`src/design/serial_frame_receiver_defines.svh`:
```
// ----------------------------------------------------------------------------
// serial_frame_receiver_defines
// Assertion macros shared by the frame receiver modules.
// ----------------------------------------------------------------------------
`ifndef SERIAL_FRAME_RECEIVER_DEFINES_SVH
`define SERIAL_FRAME_RECEIVER_DEFINES_SVH

// check a consequence in the same cycle
`define SFR_ASSERT_NOW(label, ante, cons, msg) \
  label: assert property (@(posedge clk) disable iff (rst) (ante) |-> (cons)) \
    else $error(msg);

// check a consequence in the next cycle
`define SFR_ASSERT_NEXT(label, ante, cons, msg) \
  label: assert property (@(posedge clk) disable iff (rst) (ante) |=> (cons)) \
    else $error(msg);

`endif

```
`src/design/sfr_pkg.sv`:
```
// ----------------------------------------------------------------------------
// sfr_pkg
// Types and constants of the serial frame receiver.
// ----------------------------------------------------------------------------
`default_nettype none

package sfr_pkg;

  localparam int HDR_BYTES = 5;
  localparam int LEN_W     = 7;   // holds any payload count up to 64

  localparam logic [7:0] CHECK_BASE = 8'hfc;

  localparam logic [7:0]  SYNC_RESET      = 8'hfc;
  localparam logic [7:0]  PRE_FIRST_RESET = 8'h01;
  localparam logic [7:0]  PRE_SECOND_RESET = 8'h30;
  localparam logic [63:0] MASK0_RESET     = 64'd0;
  localparam logic [63:0] MASK1_RESET     = 64'd864691154426265606;
  localparam logic [63:0] MASK2_RESET     = 64'd0;
  localparam logic [63:0] MASK3_RESET     = 64'd0;

  localparam int POS_HUNT = 0;
  localparam int POS_TYPE = 1;
  localparam int POS_PRE1 = 2;
  localparam int POS_PRE2 = 3;
  localparam int POS_LEN  = 4;

  typedef enum logic [2:0] {
    ST_OK,
    ST_TYPE,
    ST_PREAMBLE,
    ST_OVERSIZE,
    ST_CHECKSUM
  } frame_status_t;

  typedef enum logic [2:0] {
    REG_SYNC,
    REG_PRE_FIRST,
    REG_PRE_SECOND,
    REG_MASK0,
    REG_MASK1,
    REG_MASK2,
    REG_MASK3
  } reg_index_t;

  typedef struct packed {
    frame_status_t    status;
    logic [7:0]       kind;
    logic [LEN_W-1:0] len;
    logic             burst;
    logic             bank;
  } frame_cmd_t;

  typedef struct packed {
    logic valid;
    logic bank;
  } bank_free_t;

endpackage

`default_nettype wire

```
`src/design/sfr_ram.sv`:
```
// ----------------------------------------------------------------------------
// sfr_ram
// Generic single-write, single-read RAM with registered read data.
// ----------------------------------------------------------------------------
`default_nettype none

module sfr_ram #(
  parameter int WIDTH = 8,
  parameter int DEPTH = 32
) (
  input  wire logic                     clk,
  input  wire logic                     we,
  input  wire logic [$clog2(DEPTH)-1:0] waddr,
  input  wire logic [WIDTH-1:0]         wdata,
  input  wire logic                     re,
  input  wire logic [$clog2(DEPTH)-1:0] raddr,
  output logic      [WIDTH-1:0]         rdata
);

  logic [WIDTH-1:0] mem [DEPTH];

  always_ff @(posedge clk) begin
    if (we) begin
      mem[waddr] <= wdata;
    end
    if (re) begin
      rdata <= mem[raddr];
    end
  end

endmodule

`default_nettype wire

```
`src/design/sfr_front.sv`:
```
// ----------------------------------------------------------------------------
// sfr_front
// Byte parser: hunts sync, checks header, stores payload, checks the sum and
// posts one command per finished frame.
// ----------------------------------------------------------------------------
`default_nettype none
`include "serial_frame_receiver_defines.svh"

module sfr_front
  import sfr_pkg::*;
#(
  parameter int MAX_PAYLOAD = 16
) (
  input  wire logic        clk,
  input  wire logic        rst,
  input  wire logic        cfg_we,
  input  wire logic [2:0]  cfg_index,
  input  wire logic [63:0] cfg_data,
  input  wire logic        in_valid,
  output logic             in_stall,
  input  wire logic [7:0]  rx_byte,
  output logic             push,
  output frame_cmd_t       cmd,
  input  wire logic        q_full,
  input  wire bank_free_t  bank_free,
  output logic             ram_we,
  output logic [((MAX_PAYLOAD > 1) ? $clog2(MAX_PAYLOAD) : 1):0] ram_waddr,
  output logic [7:0]       ram_wdata
);

  localparam int IDX_W  = (MAX_PAYLOAD > 1) ? $clog2(MAX_PAYLOAD) : 1;
  localparam int POS_W  = $clog2(HDR_BYTES + MAX_PAYLOAD + 1);
  localparam int DLEN_W = $clog2(MAX_PAYLOAD + 1);

  logic [7:0]  sync_value;
  logic [7:0]  preamble_first;
  logic [7:0]  preamble_second;
  logic [63:0] type_mask [4];

  logic [POS_W-1:0]  pos, pos_next;
  logic [DLEN_W-1:0] decl, decl_next;
  logic [7:0]        sum, sum_next;
  logic [7:0]        held_type, held_type_next;
  logic              wr_bank, wr_bank_next;
  logic [1:0]        bank_busy, bank_busy_next;

  logic              fire;
  logic [POS_W-1:0]  pay_end;
  logic [POS_W-1:0]  pay_off;
  logic              in_phase;
  logic              type_ok;

  always_ff @(posedge clk) begin
    if (rst) begin
      sync_value      <= SYNC_RESET;
      preamble_first  <= PRE_FIRST_RESET;
      preamble_second <= PRE_SECOND_RESET;
      type_mask[0]    <= MASK0_RESET;
      type_mask[1]    <= MASK1_RESET;
      type_mask[2]    <= MASK2_RESET;
      type_mask[3]    <= MASK3_RESET;
    end else if (cfg_we) begin
      case (reg_index_t'(cfg_index))
        REG_SYNC:       sync_value      <= cfg_data[7:0];
        REG_PRE_FIRST:  preamble_first  <= cfg_data[7:0];
        REG_PRE_SECOND: preamble_second <= cfg_data[7:0];
        REG_MASK0:      type_mask[0]    <= cfg_data;
        REG_MASK1:      type_mask[1]    <= cfg_data;
        REG_MASK2:      type_mask[2]    <= cfg_data;
        REG_MASK3:      type_mask[3]    <= cfg_data;
        default: ;
      endcase
    end
  end

  always_ff @(posedge clk) begin
    if (rst) begin
      pos       <= '0;
      decl      <= '0;
      sum       <= '0;
      held_type <= '0;
      wr_bank   <= 1'b0;
      bank_busy <= '0;
    end else begin
      pos       <= pos_next;
      decl      <= decl_next;
      sum       <= sum_next;
      held_type <= held_type_next;
      wr_bank   <= wr_bank_next;
      bank_busy <= bank_busy_next;
    end
  end

  assign pay_end  = POS_W'(HDR_BYTES) + POS_W'(decl);
  assign pay_off  = pos - POS_W'(HDR_BYTES);
  assign in_phase = (pos >= POS_W'(HDR_BYTES)) && (pos < pay_end);
  assign in_stall = q_full | (in_phase & bank_busy[wr_bank]);
  assign fire     = in_valid & ~in_stall;
  assign type_ok  = type_mask[rx_byte[7:6]][rx_byte[5:0]];

  always_comb begin
    pos_next       = pos;
    decl_next      = decl;
    sum_next       = sum;
    held_type_next = held_type;
    wr_bank_next   = wr_bank;
    bank_busy_next = bank_busy;
    push           = 1'b0;
    cmd            = '0;
    cmd.kind       = held_type;
    cmd.bank       = wr_bank;
    ram_we         = 1'b0;
    ram_waddr      = {wr_bank, pay_off[IDX_W-1:0]};
    ram_wdata      = rx_byte;

    if (bank_free.valid) begin
      bank_busy_next[bank_free.bank] = 1'b0;
    end

    if (fire) begin
      sum_next = sum + rx_byte;
      pos_next = pos + POS_W'(1);
      case (pos)
        POS_W'(POS_HUNT): begin
          pos_next = '0;
          if (rx_byte == sync_value) begin
            sum_next = rx_byte;
            pos_next = POS_W'(1);
          end
        end
        POS_W'(POS_TYPE): begin
          held_type_next = rx_byte;
          if (!type_ok) begin
            push       = 1'b1;
            cmd.status = ST_TYPE;
            cmd.kind   = rx_byte;
            pos_next   = '0;
          end
        end
        POS_W'(POS_PRE1): begin
          if (rx_byte != preamble_first) begin
            push       = 1'b1;
            cmd.status = ST_PREAMBLE;
            pos_next   = '0;
          end
        end
        POS_W'(POS_PRE2): begin
          if (rx_byte != preamble_second) begin
            push       = 1'b1;
            cmd.status = ST_PREAMBLE;
            pos_next   = '0;
          end
        end
        POS_W'(POS_LEN): begin
          decl_next = DLEN_W'(rx_byte);
          if (rx_byte > 8'(MAX_PAYLOAD)) begin
            decl_next  = decl;
            push       = 1'b1;
            cmd.status = ST_OVERSIZE;
            pos_next   = '0;
          end
        end
        default: begin
          if (in_phase) begin
            ram_we = 1'b1;
          end else begin
            pos_next = '0;
            push     = 1'b1;
            cmd.len  = LEN_W'(decl);
            if (rx_byte != 8'(CHECK_BASE - sum)) begin
              cmd.status = ST_CHECKSUM;
            end else begin
              cmd.status = ST_OK;
              if (decl != '0) begin
                cmd.burst               = 1'b1;
                wr_bank_next            = ~wr_bank;
                bank_busy_next[wr_bank] = 1'b1;
              end
            end
          end
        end
      endcase
    end
  end

  `SFR_ASSERT_NOW(a_push_room, push, !q_full, "command posted into a full queue")
  `SFR_ASSERT_NOW(a_write_free_bank, ram_we, !bank_busy[ram_waddr[IDX_W]],
                  "payload written into a bank still being sent")

endmodule

`default_nettype wire

```
`src/design/sfr_cmd_fifo.sv`:
```
// ----------------------------------------------------------------------------
// sfr_cmd_fifo
// Two-entry command queue between the parser and the result sequencer.
// ----------------------------------------------------------------------------
`default_nettype none

module sfr_cmd_fifo
  import sfr_pkg::*;
(
  input  wire logic       clk,
  input  wire logic       rst,
  input  wire logic       push,
  input  wire frame_cmd_t cmd_in,
  output logic            full,
  input  wire logic       pop,
  output frame_cmd_t      head,
  output logic            empty
);

  frame_cmd_t entries [2];
  logic       wr_ptr;
  logic       rd_ptr;
  logic [1:0] count;

  always_ff @(posedge clk) begin
    if (push) begin
      entries[wr_ptr] <= cmd_in;
    end
  end

  always_ff @(posedge clk) begin
    if (rst) begin
      wr_ptr <= 1'b0;
      rd_ptr <= 1'b0;
      count  <= '0;
    end else begin
      if (push) begin
        wr_ptr <= ~wr_ptr;
      end
      if (pop) begin
        rd_ptr <= ~rd_ptr;
      end
      count <= count + {1'b0, push} - {1'b0, pop};
    end
  end

  assign head  = entries[rd_ptr];
  assign empty = (count == 2'd0);
  assign full  = (count == 2'd2);

endmodule

`default_nettype wire

```
`src/design/sfr_back.sv`:
```
// ----------------------------------------------------------------------------
// sfr_back
// Result sequencer: turns queued commands into result beats, reading stored
// payload through a registered RAM stage into the output register.
// ----------------------------------------------------------------------------
`default_nettype none
`include "serial_frame_receiver_defines.svh"

module sfr_back
  import sfr_pkg::*;
#(
  parameter int MAX_PAYLOAD = 16
) (
  input  wire logic       clk,
  input  wire logic       rst,
  input  wire frame_cmd_t head,
  input  wire logic       q_empty,
  output logic            pop,
  output bank_free_t      bank_free,
  output logic            ram_re,
  output logic [((MAX_PAYLOAD > 1) ? $clog2(MAX_PAYLOAD) : 1):0] ram_raddr,
  input  wire logic [7:0] ram_rdata,
  output logic            out_valid,
  input  wire logic       out_stall,
  output logic [2:0]      frame_status,
  output logic [7:0]      packet_kind,
  output logic [4:0]      payload_length,
  output logic [3:0]      byte_index,
  output logic [7:0]      payload_value,
  output logic            has_byte,
  output logic            last_of_frame
);

  localparam int IDX_W = (MAX_PAYLOAD > 1) ? $clog2(MAX_PAYLOAD) : 1;

  logic [IDX_W-1:0] idx, idx_next;
  logic             adv;
  logic             issue;
  logic             last_elem;
  logic [LEN_W-1:0] idx_ext;

  logic             s1_valid;
  frame_status_t    s1_status;
  logic [7:0]       s1_kind;
  logic [4:0]       s1_len;
  logic [3:0]       s1_idx;
  logic             s1_has;
  logic             s1_last;

  assign idx_ext   = LEN_W'(idx);
  assign adv       = ~out_valid | ~out_stall;
  assign issue     = adv & ~q_empty;
  assign last_elem = ~head.burst | ((idx_ext + LEN_W'(1)) == head.len);
  assign pop       = issue & last_elem;
  assign ram_re    = issue & head.burst;
  assign ram_raddr = {head.bank, idx};

  always_comb begin
    bank_free.valid = pop & head.burst;
    bank_free.bank  = head.bank;
    idx_next        = idx;
    if (issue) begin
      idx_next = last_elem ? '0 : idx + IDX_W'(1);
    end
  end

  always_ff @(posedge clk) begin
    if (rst) begin
      idx       <= '0;
      s1_valid  <= 1'b0;
      out_valid <= 1'b0;
    end else begin
      idx <= idx_next;
      if (adv) begin
        s1_valid  <= issue;
        out_valid <= s1_valid;
      end
    end
  end

  always_ff @(posedge clk) begin
    if (adv) begin
      s1_status      <= head.status;
      s1_kind        <= head.kind;
      s1_len         <= head.len[4:0];
      s1_idx         <= idx_ext[3:0];
      s1_has         <= head.burst;
      s1_last        <= last_elem;
      frame_status   <= s1_status;
      packet_kind    <= s1_kind;
      payload_length <= s1_len;
      byte_index     <= s1_idx;
      payload_value  <= s1_has ? ram_rdata : 8'd0;
      has_byte       <= s1_has;
      last_of_frame  <= s1_last;
    end
  end

  `SFR_ASSERT_NOW(a_read_in_range, issue && head.burst, idx_ext < head.len,
                  "payload read beyond the frame length")
  `SFR_ASSERT_NEXT(a_stage_hold, s1_valid && !adv, s1_valid,
                   "read stage lost a beat while the output was stalled")

endmodule

`default_nettype wire

```
`src/design/serial_frame_receiver.sv`:
```
// ----------------------------------------------------------------------------
// serial_frame_receiver
// Sync / type / preamble / length / checksum frame parser with payload burst
// output. Parser and result sequencer run apart through a command queue.
//
//   channel   direction  handshake             payload
//   input     in         in_valid / in_stall   rx_byte
//   result    out        out_valid / out_stall frame_status .. last_of_frame
//   config    in         cfg_we                cfg_index, cfg_data
//
// One byte is taken each cycle while in_stall is low; the parser holds no multi-cycle work.
// While out_stall is low, a good frame sends one result beat per cycle, set by the single RAM read port.
// in_stall rises while the two-entry command queue is full, or while a payload
// byte would land in the store bank whose burst is still being sent.
// Reset is synchronous; the payload store needs no clearing pass.
// ----------------------------------------------------------------------------
`default_nettype none

module serial_frame_receiver
  import sfr_pkg::*;
#(
  parameter int MAX_PAYLOAD = 16
) (
  input  wire logic        clk,
  input  wire logic        rst,
  input  wire logic        cfg_we,
  input  wire logic [2:0]  cfg_index,
  input  wire logic [63:0] cfg_data,
  input  wire logic        in_valid,
  output logic             in_stall,
  input  wire logic [7:0]  rx_byte,
  output logic             out_valid,
  input  wire logic        out_stall,
  output logic [2:0]       frame_status,
  output logic [7:0]       packet_kind,
  output logic [4:0]       payload_length,
  output logic [3:0]       byte_index,
  output logic [7:0]       payload_value,
  output logic             has_byte,
  output logic             last_of_frame
);

  localparam int IDX_W  = (MAX_PAYLOAD > 1) ? $clog2(MAX_PAYLOAD) : 1;
  localparam int ADDR_W = IDX_W + 1;

  logic              push;
  frame_cmd_t        cmd;
  logic              q_full;
  logic              q_empty;
  logic              pop;
  frame_cmd_t        head;
  bank_free_t        bank_free;
  logic              ram_we;
  logic [ADDR_W-1:0] ram_waddr;
  logic [7:0]        ram_wdata;
  logic              ram_re;
  logic [ADDR_W-1:0] ram_raddr;
  logic [7:0]        ram_rdata;

  sfr_front #(.MAX_PAYLOAD(MAX_PAYLOAD)) u_front (
    .clk       (clk),
    .rst       (rst),
    .cfg_we    (cfg_we),
    .cfg_index (cfg_index),
    .cfg_data  (cfg_data),
    .in_valid  (in_valid),
    .in_stall  (in_stall),
    .rx_byte   (rx_byte),
    .push      (push),
    .cmd       (cmd),
    .q_full    (q_full),
    .bank_free (bank_free),
    .ram_we    (ram_we),
    .ram_waddr (ram_waddr),
    .ram_wdata (ram_wdata)
  );

  sfr_cmd_fifo u_fifo (
    .clk    (clk),
    .rst    (rst),
    .push   (push),
    .cmd_in (cmd),
    .full   (q_full),
    .pop    (pop),
    .head   (head),
    .empty  (q_empty)
  );

  sfr_ram #(.WIDTH(8), .DEPTH(2 ** ADDR_W)) u_store (
    .clk   (clk),
    .we    (ram_we),
    .waddr (ram_waddr),
    .wdata (ram_wdata),
    .re    (ram_re),
    .raddr (ram_raddr),
    .rdata (ram_rdata)
  );

  sfr_back #(.MAX_PAYLOAD(MAX_PAYLOAD)) u_back (
    .clk            (clk),
    .rst            (rst),
    .head           (head),
    .q_empty        (q_empty),
    .pop            (pop),
    .bank_free      (bank_free),
    .ram_re         (ram_re),
    .ram_raddr      (ram_raddr),
    .ram_rdata      (ram_rdata),
    .out_valid      (out_valid),
    .out_stall      (out_stall),
    .frame_status   (frame_status),
    .packet_kind    (packet_kind),
    .payload_length (payload_length),
    .byte_index     (byte_index),
    .payload_value  (payload_value),
    .has_byte       (has_byte),
    .last_of_frame  (last_of_frame)
  );

endmodule

`default_nettype wire

```
`config.mk`:
```
export PLATFORM = sky130hd
export DESIGN_NAME = serial_frame_receiver
export DESIGN_NICKNAME = d
export VERILOG_FILES = /design/src/design/sfr_pkg.sv /design/src/design/sfr_ram.sv /design/src/design/sfr_front.sv /design/src/design/sfr_cmd_fifo.sv /design/src/design/sfr_back.sv /design/src/design/serial_frame_receiver.sv
export VERILOG_INCLUDE_DIRS = /design/src /design/src/design
export SDC_FILE = /design/constraint.sdc
export NUM_CORES = 1
export LEC_CHECK = 0
export BUFFER_PORTS_ARGS = -buffer_cell sky130_fd_sc_hd__buf_2
export CORE_MARGIN = 2
export CORE_UTILIZATION = 32
export CTS_CLUSTER_SIZE = 28
export DETAILED_ROUTE_END_ITERATION = 12
export GPL_TIMING_DRIVEN = 1
export MAX_ROUTING_LAYER = met4
export PLACE_DENSITY = 0.47
export SYNTH_ARGS = -nofsm -noshare
export SYNTH_HDL_FRONTEND = slang
export SYNTH_SLANG_ARGS = --single-unit
```
`constraint.sdc`:
```
create_clock -name clk -period 5.4 [get_ports clk]
set_input_delay 1.08 -clock clk [delete_from_list [all_inputs] [get_ports clk]]
set_output_delay 1.08 -clock clk [all_outputs]
set_load 0.01 [all_outputs]
```
==> metrics, run 1 <==
via/cell ratio ~4.9; Post-DRT Antenna Nets 0; Reg2Reg Launch Point u_front.decl[0]; TNS Setup 0 ps; Fin Hold WS 409.0 ps; endpoints failing hold 0; internal cell power 8.933 mW; Post-Synth Adder-Cell Area under 10%; post-synthesis sequential area ratio approximately 68%; most frequent cell after synthesis edfxtp_1; final wirelength between 70 and 80 mm; initial core utilization roughly a third; Post-synth top cells edfxtp_1 (608), and2_1 (263), mux4_2 (121); synthesis-to-finish area growth 15.81%; Clk pwr share a little over two fifths; Worst Setup EP u_fifo.count[1]; Critical Path Source Type input port; RSZ-0062 raised after global routing false; Worst-Skew Late Latency ~630 ps; CTS Buffer Depth 3; largest net degree at the start of global routing 69; Worst EP required around 5900 ps; Flop pwr share between 50 and 60%; period utilisation layout 83.73%; Overall Power 11.46 mW; R2R depth 11; main combinational cell family by area after synthesis multiplexers; NetSw 2.531 mW; cell taking the most area after synthesis edfxtp_1; CTS Hold Bufs 0; Clock Tree Root clkbuf_16; EDFF count, synth 608; Synth Net Count around 1,900; top cells by area, synth edfxtp_1 (63%), mux4_2 (9.4%), and2_1 (5.7%); Lkg Pwr 11.38 nW; Yosys warnings 0; final core utilization a little under two fifths; die area just over 90,000 um^2; gpl congestion a little under 0.8; I/O Buffers 111; crit path from rx_byte[7]; worst relative slew slack between 20% and 30%; Unique masters post-synth 73; drt drc 0; die height 304.3 um; antenna fix cells 0; CTS H-tree lvls 3; mux contribution to synthesized area roughly 14%; FMAX 221.2 MHz; VDD IR max around 250 uV; Async SR Flop Fraction 0%; initial antenna violation count 4; P per Cell Area ~340 nW/um^2; crit path max fanout 48; first-pass GRT wire length 107.9 mm; Num CTS Buffers 76; Tot GR Track Use between 15 and 20%; fin nets a little over 2,000; share of layout cells above drive strength 1 approximately 22%; DPL Wire Length around 44 mm; Most used DFF post-synth edfxtp_1; vias in the first global route approximately 16,000; Logic pwr share under 10%; flops & latches, synth ~670; Post-Synth XOR/XNOR Area under 10%; DRT iter0 DRCs around 1,100; CTS sink cnt between 600 and 700; Syn Inst Count 1,797; Routed WL per cell between 20 and 25 um; Rows 110; Critical R2R Capture u_store.mem[12][2]; worst min-delay path category reg2reg; post-route cell area 33,420 um^2; clk slew on worst S/H paths approximately 60 ps; Ports around 110; Final setup viols 0; post_cts resized 0; Sw Ratio 22.08%; CTS tree yes; R2R Setup Slk 1420 ps; core area approximately 90,000 um^2; Synth Area in Simple Gates between 10% and 20%; Layout Skew 26.12 ps; total gr overflow 0; Mean Syn Cell Area 16.06 um^2; Worst Setup Path Type in2reg; Placed Area a little over 30,000 um^2; Max Cap Viol 0; Tmin final around 4500 ps; crit path DAT around 5000 ps; max-slew violation count 0; Post-CTS Setup Inserts 0; CP Capture Type register; routed via count between 15,000 and 20,000; Synth Area in Compound Gates about 3.4%; die width roughly 300 um; TritonRoute pass-1 iters 5; Least-Margin Pin Slew around 1100 ps; Mapped Area 28,860 um^2; status finished, final reports clean; share of the synthesized area in the top cell type between 60% and 70%
-- routing by layer --
layer  global-route usage (%)  routed length [um]
met5                        -                   0
met3                    2.598                2867
met4                    4.041                1473
met1                    21.21               32530
met2                    25.35               34270
-- metrics by stage --
step	std cells	setup slack (ps)
floorplan	1797	530.3
global placement	3035	287.0
detailed placement	3035	290.4
CTS	3177	942.8
global route	3177	707.5
finish	3177	878.4
-- final cells by class --
class,instances,area (um^2)
flip-flops and latches,672,19550
multi-input cells,1007,8894
clock buffers,94,2012
fillers,8421,56310
repair buffers,161,1005
well taps,1176,1471
inverters,19,71.32
clock inverters,48,426.7
-- kinds of logic (layout without fill, tap and decap cells) --
logic type | Yosys count | in the layout
buf+inv | 118 | 322
compound gates | 142 | 142
xor+xnor | 52 | 52
fa+ha+maj | 24 | 24
mux | 228 | 228
flops | 672 | 672
simple gates | 561 | 561
-- worst min path at each step --
| stage | startpoint | endpoint | cells after the start | slack [ps] |
|---|---|---|---|---|
| after global placement | u_back.s1_last | u_back.last_of_frame | 0 | 400 |
| after global routing | u_back.s1_idx[1] | u_back.byte_index[1] | 0 | 410 |
| final | u_back.s1_idx[1] | u_back.byte_index[1] | 0 | 410 |
| after CTS | u_back.s1_idx[1] | u_back.byte_index[1] | 0 | 400 |
| after detailed placement | u_back.s1_kind[4] | u_back.packet_kind[4] | 0 | 400 |
| after floorplan | u_back.s1_idx[0] | u_back.byte_index[0] | 0 | 400 |
-- cell usage in the layout (no fill, tap or decap), drive strengths merged, types with 9 or more instances in the layout --
cell and count:
nor2 103, xor2 12, nand2 76, nor2b 15
mux4 130, a211oi 16, and2 263, clkinv 38
nor3 19, nand3 17, o21ai 18, xnor2 40
nand2b 22, nand3b 12, ha 23, a21oi 40
mux2i 66, buf 161, mux2 32, dfxtp 64
inv 20, clkbuf 94, a22oi 11, edfxtp 608
nand4 9
-- sequential cells by signal, indices dropped and copies added, names as in the netlist, 8 cells and up, named ones only --
name                     cells
u_front.held_type            8
u_front.type_mask          256
u_fifo.entries              36
u_front.preamble_first       8
u_store.mem                256
u_front.sync_value           8
u_back.packet_kind           8
u_back.payload_value         8
u_store.rdata                8
u_back.s1_kind               8
u_front.preamble_second      8
u_front.sum                  8
-- power by group through the flow --
stage | registers [mW] | logic (mW) | clock network [mW]
final | 5.85 | 0.569 | 5.04
after global routing | 5.86 | 0.622 | 5.38
after CTS | 5.85 | 0.581 | 5.17
after detailed placement | 5.96 | 0.579 | 0
after global placement | 5.96 | 0.569 | 0
after floorplan | 5.95 | 0.330 | 0
-- worst max-delay path, stage by stage --
cell      delay, ps
buf_4           580
nor2b_1         650
a22oi_1         200
nand3_1         130
nand3_1          80
a311oi_1        520
o32ai_2         260
o21a_1          260
or2_2           310
ha_1            290
inv_1            60
ha_1            150
xor2_1          180
xnor2_1         130
nor2_1           50
Power figures use the tool's default switching activity.
==> run 2, diff against run 1 <==
==> constraint.sdc (replaced) <==
create_clock -name clk -period 4.2 [get_ports clk]
set_input_delay 0.84 -clock clk [delete_from_list [all_inputs] [get_ports clk]]
set_output_delay 0.84 -clock clk [all_outputs]
set_load 0.01 [all_outputs]
==> metrics, run 2 (synthesis results as in run 1) <==
largest net degree at the start of global routing 67; die area 92,610 um^2; drt drc 0; die width roughly 300 um; Post-DRT Antenna Nets 0; Worst-Skew Late Latency 630 ps; total gr overflow 0; Routed WL per cell between 20 and 25 um; vias in the first global route about 16,000; synthesis-to-finish area growth 18.95%; VDD IR max ~260 uV; R2R depth 12; period utilisation layout between 90% and 100%; Sw Ratio around 22%; post-place setup slack -391.3 ps; Overall Power 14.96 mW; Hold Crit Depth 0; fillers slightly above 8,000; FMAX about 250 MHz; Multi-input gate area 8894 um^2; Flop pwr share between 50% and 60%; CTS sink cnt between 600 and 700; CTS Hold Bufs 0; worst min-delay path category reg2reg; DRT iter0 DRCs roughly 1,100; RSZ-0062 raised after global routing false; max-slew violation count 0; worst relative slew slack 30.08%; I/O Buffers 111; P per Cell Area 435.7 nW/um^2; clk slew on worst S/H paths 50 ps; die height 304.3 um; Worst Setup Path Type in2reg; Clk pwr share around 45%; Top Registers u_front.type_mask: 256 flops, u_store.mem: 256 flops, u_fifo.entries: 36 flops; gpl congestion 0.8047; CTS tree yes; fin nets around 2,100; TritonRoute pass-1 iters 5; Final setup viols 0; internal cell power around 12 mW; Logic pwr share ~5.2%; Tot GR Track Use 16.15%; Reg2Reg Launch Point u_front.decl[0]; most common cell after layout, fill and taps aside edfxtp_1; Hold Path End u_back.byte_index[3]; CTS Buffer Depth 3; Critical Path Source Type input port; Critical R2R Capture u_store.mem[10][1]; Rows 110; FF/Latch Area about 20,000 um^2; final core utilization a little under two fifths; Worst EP required around 4700 ps; Ports roughly 110; core area approximately 90,000 um^2; status finished, final reports clean; Post-CTS Setup Inserts 0; post_cts resized 0; crit path DAT approximately 4500 ps; initial core utilization about a third; most frequent cells in the layout edfxtp_1 (608), and2_1 (263), buf_4 (133); routed via count 15,890; initial antenna violation count 5; NetSw about 3.3 mW; final worst slack between 150 and 200 ps; CP Capture Type register; share of layout cells above drive strength 1 26.08%; via/cell ratio 4.852; Num CTS Buffers 77; endpoints failing hold 0; Lkg Pwr about 12 nW; first-pass GRT wire length about 110 mm; DPL Wire Length between 40 and 50 mm; final wirelength 72.45 mm; R2R Setup Slk roughly 430 ps; Least-Margin Pin Slew approximately 1000 ps; CTS H-tree lvls 3; Tmin final around 4000 ps; Clock Tree Root clkbuf_16; post-route cell area about 34,000 um^2; Placed Area ~32,000 um^2; Hold Startpoint u_back.s1_idx[3]; Max Cap Viol 0; crit path max fanout 22; Layout Skew between 20 and 30 ps
## run 2: cell types whose count changed in the layout (fill, tap and decap cells not counted), moves of 3 or more
cell / previous run / this run
clkinv_1: 22 / 18
buf_4: 47 / 133
buf_12: 5 / 14
clkbuf_8: 0 / 3
## run 2: how the worst max path moves through the flow
stage	slack, ps	endpoint	start	cells after the start
finish	200	u_fifo.count[1]	rx_byte[6]	18
global route	100	u_fifo.count[1]	rx_byte[6]	18
CTS	270	u_fifo.count[1]	rx_byte[6]	18
detailed placement	-390	u_fifo.count[1]	rx_byte[6]	18
global placement	-450	u_fifo.count[1]	rx_byte[6]	18
floorplan	160	u_fifo.count[1]	rx_byte[6]	16
## run 2: cell type report
cell class | count | area share [%]
clock inverters | 44 | 1.268
flip-flops and latches | 672 | 56.92
multi-input cells | 1007 | 25.90
diodes | 2 | 0.01458
clock buffers | 99 | 6.064
repair buffers | 256 | 5.332
inverters | 19 | 0.2077
well taps | 1176 | 4.286
## run 2: metal layers
metal / up-vias / routed length (um) / share of wire [%] / GRT usage [%]
li1: 7321 / - / - / -
met1: 8122 / 33030 / 46 / 21.57
met2: 354 / 35130 / 48 / 26.01
met3: 94 / 3073 / 4.2 / 2.632
met4: 0 / 1219 / 1.7 / 3.615
met5: - / 0 / 0 / -
## run 2: per-stage QoR
stage | cells | hold slack (ps) | setup TNS, ps
after CTS | 3273 | 417.3 | 0
after global routing | 3274 | 428.9 | 0
after detailed placement | 3130 | 404.5 | -810.6
after floorplan | 1797 | 400.3 | 0
after global placement | 3130 | 403.2 | -1042
final | 3275 | 415.9 | 0
## run 2: power by group through the flow
stage	clock network [mW]	registers [mW]	logic, mW
floorplan	0	7.64	0.425
global placement	0	7.67	0.778
detailed placement	0	7.67	0.795
CTS	6.83	7.52	0.797
global route	7.11	7.54	0.850
finish	6.65	7.52	0.783
## run 2: critical path: stages
cell	delay [ps]
buf_6	180
buf_12	150
buf_12	200
buf_4	180
mux2_2	330
a32oi_1	200
nand4_1	120
a311oi_1	530
buf_4	220
o32ai_2	130
o21a_1	230
or2_2	300
ha_1	290
inv_1	60
ha_1	140
xor2_1	180
xnor2_1	140
nor2_1	50
==> run 3, diff against run 2 <==
--- a/config.mk
+++ b/config.mk
@@ -8,12 +8,12 @@
 export LEC_CHECK = 0
 export BUFFER_PORTS_ARGS = -buffer_cell sky130_fd_sc_hd__buf_2
 export CORE_MARGIN = 2
-export CORE_UTILIZATION = 32
+export CORE_UTILIZATION = 56
 export CTS_CLUSTER_SIZE = 28
 export DETAILED_ROUTE_END_ITERATION = 12
 export GPL_TIMING_DRIVEN = 1
 export MAX_ROUTING_LAYER = met4
-export PLACE_DENSITY = 0.47
+export PLACE_DENSITY = 0.73
 export SYNTH_ARGS = -nofsm -noshare
 export SYNTH_HDL_FRONTEND = slang
 export SYNTH_SLANG_ARGS = --single-unit
==> metrics, run 3 (synthesis results as in run 1) <==
Max Cap Viol 0; Lkg Pwr between 10 and 15 nW; Hold Startpoint u_back.s1_kind[3]; final wirelength about 63 mm; clk slew on worst S/H paths roughly 60 ps; CTS Hold Bufs 0; CP Capture Type register; Slowest-stage cell, CP mux4_1; Tmin final ~4000 ps; CTS tree yes; Post-DRT Antenna Nets 0; initial core utilization between 50% and 60%; endpoints failing hold 0; R2R depth 12; Num CTS Buffers 71; FMAX about 260 MHz; Layout Skew about 24 ps; CP cell instances buf_6 -> buf_12 -> mux4_1 -> a22o_1 -> a211oi_1 -> a311oi_1 -> a211oi_2 -> o32ai_2 -> o21a_1 -> or2_2 -> ha_1 -> inv_1 -> ha_1 -> xor2_1 -> xnor2_1 -> nor2_1; gpl congestion 0.8491; Least-Margin Pin Slew about 1100 ps; die height 231.0 um; period utilisation layout between 90 and 100%; DRT iter0 DRCs 1,483; crit path from rx_byte[6]; Routed WL per cell about 23 um; share of layout cells above drive strength 1 25.19%; worst relative slew slack approximately a quarter; most frequent cells in the layout edfxtp_1 (608), and2_1 (263), mux4_2 (121); Critical Path Source Type input port; vias in the first global route 16,270; Worst Setup Path Type in2reg; largest net degree at the start of global routing between 70 and 80; CP bufs+invs 3; Finished Layout Cells between 2,000 and 3,000; post-place setup slack -250.4 ps; worst min-delay path category reg2reg; max-slew violation count 0; post-route cell area 33,200 um^2; placed cell count 2,606; post_cts resized 0; Worst EP required 4660 ps; Post-CTS Setup Inserts 0; Final setup viols 0; met2 usage between 30% and 40%; routed via count about 16,000; status finished, final reports clean; fin nets 2,103; I/O Buffers 111; grt peak-use layer met2; CTS sink cnt between 600 and 700; Critical R2R Capture u_store.mem[19][2]; CTS H-tree lvls 3; Rows 83; Tot GR Track Use approximately 25%; via/cell ratio approximately 5.9; Clock Tree Root clkbuf_16; die area between 50,000 and 60,000 um^2; TNS Setup 0 ps; Reg2Reg Launch Point u_front.decl[0]; DPL Wire Length ~40 mm; final core utilization 64.98%; crit path DAT around 4400 ps; total gr overflow 0; R2R Setup Slk around 520 ps; CTS Buffer Depth 3; initial antenna violation count 1; crit path max fanout 28; core area 51,090 um^2; first-pass GRT wire length just under 100 mm; Hold Crit Depth 0; RSZ-0062 raised after global routing false; Ports between 100 and 150; VDD IR max approximately 530 uV; drt drc 0; Top Registers u_front.type_mask: 256 flops, u_store.mem: 256 flops, u_fifo.entries: 36 flops; GR Layer Usage met3 under 10%; grt met1 use 33.13%; Top Family by Delay on Critical Path compound AO/OA/AOI/OAI gates; Worst Setup EP u_fifo.count[1]; final worst slack slightly below 300 ps; die width roughly 230 um; TritonRoute pass-1 iters 5; most common cell after layout, fill and taps aside edfxtp_1; CP most frequent cell ha_1; Placed Area around 31,000 um^2; synthesis-to-finish area growth 15.03%; Crit. path cell count 16; Worst-Skew Late Latency just over 600 ps; P per Cell Area 437.6 nW/um^2; max incr delay on CP just under 600 ps
-- run 3: cell count changes in the layout (fill, tap and decap cells not counted), sizes merged --
cell / change
inv: -1
clkinv: -1
bufinv: +2
diode: -1
clkbuf: -13
buf: -28
-- run 3: layout make-up --
type                            count  area [um^2]
Sequential cell                   672        19540
Fill cell                        3560        17890
Multi-Input combinational cell   1007         8887
Clock buffer                       86         1897
Timing Repair Buffer              228         1508
Tap cell                          680        850.8
Clock inverter                     44        440.4
Inverter                           19        71.32
Antenna cell                        1        2.502
-- run 3: stage by stage --
step / power [mW] / hold WS [ps]
after detailed placement: 8.389 / 404.5
after global routing: 14.94 / 421.1
final: 14.53 / 418.6
after floorplan: 8.064 / 400.3
after global placement: 8.360 / 402.6
after CTS: 14.62 / 417.7
-- run 3: power by group --
part	switching, mW	internal (mW)	total [mW]	leakage [nW]
Sequential	0.0694	7.45	7.52	6.31
Combinational	0.425	0.303	0.728	4.23
Clock	2.55	3.72	6.28	1.16
Total	3.05	11.5	14.5	11.7
-- run 3: layer usage --
layer | up-vias | routed length, um
met3 | 118 | 4279
li1 | 7240 | -
met4 | 0 | 1546
met1 | 8149 | 25990
met5 | - | 0
met2 | 583 | 30760
-- run 3: worst min-delay path by stage --
stage                                     to  slack [ps]
finish                 u_back.packet_kind[3]         420
global route        u_back.payload_length[3]         420
CTS                     u_back.byte_index[0]         420
detailed placement      u_back.byte_index[0]         400
global placement        u_back.byte_index[2]         400
floorplan               u_back.byte_index[0]         400
